**config.mk**
```make
export PLATFORM = sky130hd
export DESIGN_NAME = color_line_detector
export DESIGN_NICKNAME = d
export VERILOG_FILES = /design/src/hdl/cld_pkg.sv /design/src/hdl/cld_csr_regs.sv /design/src/hdl/cld_pixel_match.sv /design/src/hdl/cld_scan_state.sv /design/src/hdl/color_line_detector.sv
export SDC_FILE = /design/constraint.sdc
export NUM_CORES = 1
export LEC_CHECK = 0
export BUFFER_PORTS_ARGS = -buffer_cell sky130_fd_sc_hd__clkbuf_2
export CORE_AREA = 3 3 120 110
export CTS_CLUSTER_SIZE = 28
export DETAILED_ROUTE_END_ITERATION = 16
export DIE_AREA = 0 0 123 113
export MAX_ROUTING_LAYER = met4
export PLACE_DENSITY = 0.75
export SYNTH_ARGS = -nofsm -noshare
export SYNTH_HDL_FRONTEND = slang
export SYNTH_SLANG_ARGS = --single-unit
```
**constraint.sdc**
```tcl
create_clock -name clock -period 6.2 [get_ports clock]
set_clock_uncertainty 0.05 [all_clocks]
set_input_delay 1.24 -clock clock [delete_from_list [all_inputs] [get_ports clock]]
set_output_delay 1.24 -clock clock [all_outputs]
set_load 0.05 [all_outputs]
```
**src/hdl/cld_pkg.sv**
```systemverilog
// Shared types and constants of the colour line detector.
package cld_pkg;

   localparam int unsigned COORD_WIDTH = 10;
   localparam int unsigned CSR_INDEX_WIDTH = 3;

   localparam logic [7:0] INVERT_ABOVE = 8'd160;
   localparam logic [7:0] COUNT_MAX = 8'd255;

   typedef enum logic [CSR_INDEX_WIDTH-1:0] {
      REG_HUE_LOW     = 3'd0,
      REG_HUE_HIGH    = 3'd1,
      REG_SAT_FLOOR   = 3'd2,
      REG_RUN_NEEDED  = 3'd3,
      REG_ROWS_NEEDED = 3'd4
   } csr_index_type;

   localparam logic [7:0] HUE_LOW_RESET = 8'd100;
   localparam logic [7:0] HUE_HIGH_RESET = 8'd115;
   localparam logic [7:0] SAT_FLOOR_RESET = 8'd100;
   localparam logic [7:0] RUN_NEEDED_RESET = 8'd10;
   localparam logic [7:0] ROWS_NEEDED_RESET = 8'd3;

   typedef struct packed {
      logic [7:0] hue_low;
      logic [7:0] hue_high;
      logic [7:0] sat_floor;
      logic [7:0] run_needed;
      logic [7:0] rows_needed;
   } cfg_type;

   typedef struct packed {
      logic [7:0] hue;
      logic [7:0] sat;
      logic       row_end;
      logic       frame_end;
   } req_type;

   typedef struct packed {
      logic                   found;
      logic [COORD_WIDTH-1:0] found_x;
      logic [COORD_WIDTH-1:0] found_y;
   } rsp_type;

endpackage

```
**src/hdl/cld_csr_regs.sv**
```systemverilog
// Configuration register file of the colour line detector.
module cld_csr_regs (
   input  logic                                 clock,
   input  logic                                 reset,
   input  logic                                 csr_write,
   input  logic [cld_pkg::CSR_INDEX_WIDTH-1:0]  csr_index,
   input  logic [7:0]                           csr_data,
   output cld_pkg::cfg_type                     cfg
);

   cld_pkg::cfg_type cfg_ff;
   cld_pkg::cfg_type cfg_in;

   always_comb begin
      cfg_in = cfg_ff;
      if (csr_write) begin
         case (csr_index)
            cld_pkg::REG_HUE_LOW:     cfg_in.hue_low = csr_data;
            cld_pkg::REG_HUE_HIGH:    cfg_in.hue_high = csr_data;
            cld_pkg::REG_SAT_FLOOR:   cfg_in.sat_floor = csr_data;
            cld_pkg::REG_RUN_NEEDED:  cfg_in.run_needed = csr_data;
            cld_pkg::REG_ROWS_NEEDED: cfg_in.rows_needed = csr_data;
            default:                  cfg_in = cfg_ff;
         endcase
      end
   end

   always_ff @(posedge clock) begin
      if (reset) begin
         cfg_ff.hue_low <= cld_pkg::HUE_LOW_RESET;
         cfg_ff.hue_high <= cld_pkg::HUE_HIGH_RESET;
         cfg_ff.sat_floor <= cld_pkg::SAT_FLOOR_RESET;
         cfg_ff.run_needed <= cld_pkg::RUN_NEEDED_RESET;
         cfg_ff.rows_needed <= cld_pkg::ROWS_NEEDED_RESET;
      end else begin
         cfg_ff <= cfg_in;
      end
   end

   assign cfg = cfg_ff;

endmodule

```
**src/hdl/cld_pixel_match.sv**
```systemverilog
// Colour test of one pixel against the hue window and saturation floor.
module cld_pixel_match (
   input  cld_pkg::cfg_type cfg,
   input  logic [7:0]       hue,
   input  logic [7:0]       sat,
   output logic             match
);

   logic hue_ok;

   always_comb begin
      // a high upper bound selects the wrap-around window used for red
      if (cfg.hue_high > cld_pkg::INVERT_ABOVE) begin
         hue_ok = (hue < cfg.hue_low) || (hue > cfg.hue_high);
      end else begin
         hue_ok = (hue > cfg.hue_low) && (hue < cfg.hue_high);
      end
      match = hue_ok && (sat > cfg.sat_floor);
   end

endmodule

```
**src/hdl/cld_scan_state.sv**
```systemverilog
// Raster position, run counters and detection state, with the frame result.
module cld_scan_state #(
   parameter int unsigned STRIDE = 8,
   parameter int unsigned MAX_COLUMNS = 1024,
   parameter int unsigned MAX_ROWS = 1024
) (
   input  logic             clock,
   input  logic             reset,
   input  logic             step,
   input  logic             match,
   input  logic             row_end,
   input  logic             frame_end,
   input  cld_pkg::cfg_type cfg,
   output cld_pkg::rsp_type result
);

   localparam int unsigned CW = $clog2(MAX_COLUMNS);
   localparam int unsigned RW = $clog2(MAX_ROWS);
   localparam int unsigned PW = (STRIDE > 1) ? $clog2(STRIDE) : 1;
   localparam int unsigned XW = cld_pkg::COORD_WIDTH;

   logic [CW-1:0] column_pos_ff, column_pos_in;
   logic [RW-1:0] row_pos_ff, row_pos_in;
   logic [PW-1:0] col_phase_ff, col_phase_in;
   logic [PW-1:0] row_phase_ff, row_phase_in;
   logic [7:0]    run_count_ff, run_count_in;
   logic          row_marked_ff, row_marked_in;
   logic [7:0]    marked_rows_ff, marked_rows_in;
   logic          found_flag_ff, found_flag_in;
   logic [CW-1:0] last_x_ff, last_x_in;
   logic [RW-1:0] last_y_ff, last_y_in;

   logic [7:0]    run_now;
   logic [7:0]    rows_now;
   logic          marked_now;
   logic          found_now;
   logic [CW-1:0] x_now;
   logic [RW-1:0] y_now;
   logic          row_sampled;
   logic          sampled;
   logic [CW+XW-1:0] x_wide;
   logic [RW+XW-1:0] y_wide;

   assign row_sampled = (row_phase_ff == '0);
   assign sampled = row_sampled && (col_phase_ff == '0);

   always_comb begin
      run_now = run_count_ff;
      marked_now = row_marked_ff;
      x_now = last_x_ff;
      rows_now = marked_rows_ff;
      found_now = found_flag_ff;
      y_now = last_y_ff;

      if (sampled) begin
         if (match) begin
            run_now = (run_count_ff == cld_pkg::COUNT_MAX) ? run_count_ff
                                                           : run_count_ff + 8'd1;
         end else begin
            run_now = '0;
         end
         if (run_now >= cfg.run_needed) begin
            x_now = column_pos_ff;
            marked_now = 1'b1;
         end
      end

      // a frame end also closes the current row
      if ((row_end || frame_end) && row_sampled) begin
         if (marked_now) begin
            rows_now = (marked_rows_ff == cld_pkg::COUNT_MAX) ? marked_rows_ff
                                                              : marked_rows_ff + 8'd1;
         end else begin
            rows_now = '0;
         end
         if (rows_now >= cfg.rows_needed) begin
            y_now = row_pos_ff;
            found_now = 1'b1;
         end
      end
   end

   always_comb begin
      column_pos_in = column_pos_ff;
      row_pos_in = row_pos_ff;
      col_phase_in = col_phase_ff;
      row_phase_in = row_phase_ff;
      run_count_in = run_count_ff;
      row_marked_in = row_marked_ff;
      marked_rows_in = marked_rows_ff;
      found_flag_in = found_flag_ff;
      last_x_in = last_x_ff;
      last_y_in = last_y_ff;

      if (step) begin
         run_count_in = run_now;
         row_marked_in = marked_now;
         last_x_in = x_now;
         marked_rows_in = rows_now;
         found_flag_in = found_now;
         last_y_in = y_now;

         if (row_end || frame_end) begin
            column_pos_in = '0;
            col_phase_in = '0;
            run_count_in = '0;
            row_marked_in = 1'b0;
            if (row_pos_ff == RW'(MAX_ROWS - 1)) begin
               row_pos_in = '0;
               row_phase_in = '0;
            end else begin
               row_pos_in = row_pos_ff + RW'(1);
               row_phase_in = (row_phase_ff == PW'(STRIDE - 1)) ? '0
                                                                : row_phase_ff + PW'(1);
            end
         end else begin
            if (column_pos_ff == CW'(MAX_COLUMNS - 1)) begin
               column_pos_in = '0;
               col_phase_in = '0;
            end else begin
               column_pos_in = column_pos_ff + CW'(1);
               col_phase_in = (col_phase_ff == PW'(STRIDE - 1)) ? '0
                                                                : col_phase_ff + PW'(1);
            end
         end

         if (frame_end) begin
            column_pos_in = '0;
            row_pos_in = '0;
            col_phase_in = '0;
            row_phase_in = '0;
            run_count_in = '0;
            row_marked_in = 1'b0;
            marked_rows_in = '0;
            found_flag_in = 1'b0;
            last_x_in = '0;
            last_y_in = '0;
         end
      end
   end

   always_ff @(posedge clock) begin
      if (reset) begin
         column_pos_ff <= '0;
         row_pos_ff <= '0;
         col_phase_ff <= '0;
         row_phase_ff <= '0;
         run_count_ff <= '0;
         row_marked_ff <= 1'b0;
         marked_rows_ff <= '0;
         found_flag_ff <= 1'b0;
         last_x_ff <= '0;
         last_y_ff <= '0;
      end else begin
         column_pos_ff <= column_pos_in;
         row_pos_ff <= row_pos_in;
         col_phase_ff <= col_phase_in;
         row_phase_ff <= row_phase_in;
         run_count_ff <= run_count_in;
         row_marked_ff <= row_marked_in;
         marked_rows_ff <= marked_rows_in;
         found_flag_ff <= found_flag_in;
         last_x_ff <= last_x_in;
         last_y_ff <= last_y_in;
      end
   end

   // report the low coordinate bits, zero when nothing was found
   assign x_wide = {{XW{1'b0}}, x_now};
   assign y_wide = {{XW{1'b0}}, y_now};
   assign result.found = found_now;
   assign result.found_x = found_now ? x_wide[XW-1:0] : '0;
   assign result.found_y = found_now ? y_wide[XW-1:0] : '0;

endmodule

```
**src/hdl/color_line_detector.sv**
```systemverilog
// rsp_valid for a frame-end pixel rises when its result is loaded into the result register.
// Throughput: one pixel per cycle; the input register and the result register each
// hold one transaction, so a waiting result stalls input only for the next frame end.
// Reset (synchronous): clears position, counters and detection state, and loads the
// register defaults; no clearing pass.
module color_line_detector #(
   parameter int unsigned STRIDE = 8,
   parameter int unsigned MAX_COLUMNS = 1024,
   parameter int unsigned MAX_ROWS = 1024
) (
   input  logic                                clock,
   input  logic                                reset,
   input  logic                                req_valid,
   output logic                                req_ready,
   input  cld_pkg::req_type                    req_data,
   output logic                                rsp_valid,
   input  logic                                rsp_ready,
   output cld_pkg::rsp_type                    rsp_data,
   input  logic                                csr_valid,
   output logic                                csr_ready,
   input  logic [cld_pkg::CSR_INDEX_WIDTH-1:0] csr_index,
   input  logic [7:0]                          csr_data
);

   cld_pkg::cfg_type cfg;
   cld_pkg::req_type in_data_ff;
   logic             in_valid_ff, in_valid_in;
   cld_pkg::rsp_type rsp_data_ff;
   logic             rsp_valid_ff, rsp_valid_in;
   cld_pkg::rsp_type result;
   logic             match;
   logic             out_free;
   logic             step;

   assign csr_ready = 1'b1;

   cld_csr_regs u_csr (
      .clock     (clock),
      .reset     (reset),
      .csr_write (csr_valid && csr_ready),
      .csr_index (csr_index),
      .csr_data  (csr_data),
      .cfg       (cfg)
   );

   cld_pixel_match u_match (
      .cfg   (cfg),
      .hue   (in_data_ff.hue),
      .sat   (in_data_ff.sat),
      .match (match)
   );

   cld_scan_state #(
      .STRIDE      (STRIDE),
      .MAX_COLUMNS (MAX_COLUMNS),
      .MAX_ROWS    (MAX_ROWS)
   ) u_scan (
      .clock     (clock),
      .reset     (reset),
      .step      (step),
      .match     (match),
      .row_end   (in_data_ff.row_end),
      .frame_end (in_data_ff.frame_end),
      .cfg       (cfg),
      .result    (result)
   );

   // hold a frame end only while the result register is still occupied
   assign out_free = !rsp_valid_ff || rsp_ready;
   assign step = in_valid_ff && (!in_data_ff.frame_end || out_free);
   assign req_ready = !in_valid_ff || step;

   always_comb begin
      in_valid_in = in_valid_ff;
      if (req_ready) begin
         in_valid_in = req_valid;
      end
      rsp_valid_in = rsp_valid_ff;
      if (rsp_ready) begin
         rsp_valid_in = 1'b0;
      end
      if (step && in_data_ff.frame_end) begin
         rsp_valid_in = 1'b1;
      end
   end

   always_ff @(posedge clock) begin
      if (reset) begin
         in_valid_ff <= 1'b0;
         rsp_valid_ff <= 1'b0;
      end else begin
         in_valid_ff <= in_valid_in;
         rsp_valid_ff <= rsp_valid_in;
      end
   end

   always_ff @(posedge clock) begin
      if (req_valid && req_ready) begin
         in_data_ff <= req_data;
      end
      if (step && in_data_ff.frame_end) begin
         rsp_data_ff <= result;
      end
   end

   assign rsp_valid = rsp_valid_ff;
   assign rsp_data = rsp_data_ff;

endmodule

```
==> Flow_metrics.wiki <==
{| class="wikitable"
! Metric !! Value
|-
| Fraction of layout instances using a drive strength above 1 || 0.136
|-
| Combined global-route utilization of all metal layers || 0.245
|-
| I/O pin count || 58
|-
| Worst hold-check path type || reg2reg
|-
| Number of clock sinks seen by CTS || ~150
|-
| Clock slew seen by the registers of the worst setup and hold paths || 60 ps
|-
| HPWL after detailed placement || around 11,000 microns
|-
| H-tree levels || 4
|-
| Area contributors post-synth || sky130_fd_sc_hd__dfxtp_1, sky130_fd_sc_hd__edfxtp_1, sky130_fd_sc_hd__ha_1
|-
| Post-synthesis cell area || 7190 sq um
|-
| Total CTS buffers || 17
|-
| Seq/Total Area, Yosys || 0.458
|-
| # DRC || 0
|-
| Crit Path Class || reg2reg
|-
| Per-instance average area after synthesis || between 9 and 10 sq um
|-
| Setup crit end kind || register
|-
| Post-synthesis net count || roughly 870
|-
| Antenna violations before repair || 0
|-
| CTS tree || built
|-
| Fraction of power spent switching nets || 0.231
|-
| Power density over the cells || 264 nW/um^2
|-
| Headroom to the max-slew limit || 0.308
|-
| Starting DRC count in detailed routing || around 350
|-
| Number of non-filler instances in the completed layout || 1,006
|-
| Fmax || approximately 170 MHz
|-
| Initial cell density of the core || 0.597
|-
| Die boundary height || ~110 microns
|-
| Top cell type's share of synthesized area || 0.295
|-
| Combinational cell fraction of total power || 0.061
|-
| Weighted congestion at the end of routability-driven global placement || 0.918
|-
| Unrepaired setup endpoints after global routing || no
|-
| Outcome || finished, final reports clean
|-
| Core Area || ~12,000 sq um
|-
| Routed wire length || ~16,000 microns
|-
| Root cell of the clock tree || sky130_fd_sc_hd__clkbuf_16
|-
| Total gr overflow || 0
|-
| Measured slew at the worst slew-check pin || between 1000 and 1500 ps
|-
| Clock network power share || 0.475
|-
| Post-synthesis instance total || between 700 and 800
|-
| Count of vias placed by the detailed router || 5,787
|-
| Total setup buffers inserted after CTS || 0
|-
| Avg WL per Cell || 15.4 microns
|-
| Number of global-route vias before repair || ~5,700
|-
| Worst-path fanout max || 10
|-
| Int Power || 1.66 mW
|-
| Number of buffer cells added on primary ports || 56
|-
| Leak || between 3 and 4 nW
|-
| Share of flip-flops with an asynchronous set or reset || 0
|-
| Clock network latency to the later pin of the worst-skew pair || between 400 and 500 ps
|-
| Signed area change from the synthesized netlist to the final layout || 13.7%
|-
| Post-synthesis register bit count || between 100 and 150
|-
| Number of placed instances with taps included || 974
|-
| Max-slew violations || 0
|-
| Share of total power in sequential cells || 0.464
|-
| Final Hold Vio Count || 0
|-
| Final critical path time including I/O delays and setup || just under 6000 ps
|-
| Area enclosed by the die boundary || about 14,000 sq um
|-
| First-pass detailed-route iteration total || 5
|-
| Number of enable-type register cells in the synthesized netlist || 39
|-
| Final count of negative-setup-slack endpoints || 0
|-
| Unique cell type count in the Yosys netlist || 67
|-
| Worst Path Required || about 6500 ps
|-
| Net load switching power || 0.498 mW
|-
| Number of nets in the layout || 917
|-
| Average vias per placed instance || approximately 5.8
|-
| Most used DFF post-synth || sky130_fd_sc_hd__dfxtp_1
|-
| Synth Warn # || 0
|-
| Critical path arrival || between 6000 and 7000 ps
|-
| Commonest non-fill, non-tap cells in the layout || sky130_fd_sc_hd__nand2_1, sky130_fd_sc_hd__dfxtp_1, sky130_fd_sc_hd__nor2_1, sky130_fd_sc_hd__a21oi_1, sky130_fd_sc_hd__inv_1
|-
| Final setup TNS || 0 ps
|-
| Most frequent standard cell in the layout excluding fill and tap cells || sky130_fd_sc_hd__nand2_1
|-
| Max Cap Violations || 0
|-
| Wire length of the first global-routing pass || 26,500 microns
|-
| Largest net degree at the start of global routing || 57
|-
| Die width || approximately 120 microns
|-
| Antenna violation net count after detailed routing || 0
|-
| Critical path startpoint category || register
|-
| Number of buffers on the longest clock path || 2
|-
| Number of antenna repair diodes || 0
|-
| Synth area leader || sky130_fd_sc_hd__dfxtp_1
|-
| Final cycle utilization of the critical path || 0.932
|-
| Peak supply drop || about 0.21 mV
|-
| Count of standard-cell rows || 38
|}
cells in the mapped netlist, types with 20 or more instances:
library cell,n
sky130_fd_sc_hd__a22o_1,22
sky130_fd_sc_hd__clkbuf_1,20
sky130_fd_sc_hd__mux2i_1,27
sky130_fd_sc_hd__dfxtp_1,106
sky130_fd_sc_hd__a21oi_1,59
sky130_fd_sc_hd__inv_1,58
sky130_fd_sc_hd__edfxtp_1,39
sky130_fd_sc_hd__nor2_1,73
sky130_fd_sc_hd__ha_1,50
sky130_fd_sc_hd__nand2_1,109
sky130_fd_sc_hd__nand3_1,24
power groups by stage:
stage,registers (mW),clock network (mW),logic (mW)
3_3_place_gp,1.02,0,0.126
3_5_place_dp,1.02,0,0.131
4_1_cts,1.00,1.04,0.132
5_1_grt,1.00,1.08,0.148
2_1_floorplan,1.03,0,0.0824
6_report,1.00,1.02,0.132
what timing repair did:
item	4_1_cts	5_1_grt
endpoints found under the setup margin	0	32
gates resized for setup	0	4
hold buffers	0	0
state kept, by name, summed over array words and instances, names as in the netlist:
register	count
in_data_ff	18
in_valid_ff	1
rsp_data	21
rsp_valid	1
u_csr.cfg	40
u_scan.col_phase_ff	3
u_scan.column_pos_ff	10
u_scan.found_flag_ff	1
u_scan.last_x_ff	10
u_scan.last_y_ff	10
u_scan.marked_rows_ff	8
u_scan.row_marked_ff	1
u_scan.row_phase_ff	3
u_scan.row_pos_ff	10
u_scan.run_count_ff	8
routing by layer:
layer	share of wire	track usage
met5	0	-
met4	0.020	0.0908
met3	0.052	0.0605
met2	0.50	0.407
met1	0.42	0.289
final timing paths:
kind / start / slack [ps] / depth (start not counted) / to
worst max-delay path: in_data_ff[15] / 420 / 22 / u_scan.last_y_ff[4]
worst min-delay path: u_csr.cfg[35] / 400 / 2 / u_csr.cfg[35]
worst max register to register: in_data_ff[15] / 420 / 22 / u_scan.last_y_ff[4]
worst min register to register: u_csr.cfg[35] / 400 / 2 / u_csr.cfg[35]
final cells by class:
type | count | area (sq um)
timing repair buffer | 65 | 348
sequential | 145 | 3290
tap | 160 | 200
clock buffer | 20 | 467
fill | 935 | 3860
clock inverter | 12 | 131
multi-input combinational | 545 | 3510
inverter | 59 | 221
worst max-delay path: stages (launching register included):
cell and delay [ps]:
sky130_fd_sc_hd__edfxtp_1 400, sky130_fd_sc_hd__ha_1 320, sky130_fd_sc_hd__a211oi_1 200, sky130_fd_sc_hd__nor2_1 80
sky130_fd_sc_hd__a2111o_1 380, sky130_fd_sc_hd__a22o_1 200, sky130_fd_sc_hd__a22oi_1 260, sky130_fd_sc_hd__or2_4 220
sky130_fd_sc_hd__o21bai_1 120, sky130_fd_sc_hd__ha_1 240, sky130_fd_sc_hd__nand2b_1 140, sky130_fd_sc_hd__a211oi_1 250
sky130_fd_sc_hd__o21bai_1 130, sky130_fd_sc_hd__a221oi_2 330, sky130_fd_sc_hd__or2_2 190, sky130_fd_sc_hd__nor2b_4 210
sky130_fd_sc_hd__o21ba_2 180, sky130_fd_sc_hd__ha_1 290, sky130_fd_sc_hd__a21o_1 180, sky130_fd_sc_hd__a221oi_1 400
sky130_fd_sc_hd__a21boi_1 180, sky130_fd_sc_hd__o211a_1 380, sky130_fd_sc_hd__a22o_1 310
through the flow:
stage	power, mW	setup WS (ps)	hold WS (ps)	area, sq um	util
4_1_cts	2.17	107	407	8160	0.679
3_5_place_dp	1.15	189	400	7560	0.629
6_report	2.16	423	405	8170	0.679
5_1_grt	2.23	9.91	428	8170	0.679
2_1_floorplan	1.11	578	386	7190	-
3_3_place_gp	1.15	371	394	7560	0.629
cells by family after synthesis:
kind of cell    Yosys count  synth area share
simple gates            294             0.194
compound gates          157             0.148
flops                   145             0.458
buf+inv                  91            0.0552
fa+ha+maj                50            0.0871
mux                      27            0.0376
xor+xnor                 16            0.0195
other cells               1          0.000522
No activity file was read; power rests on OpenSTA's default activity.
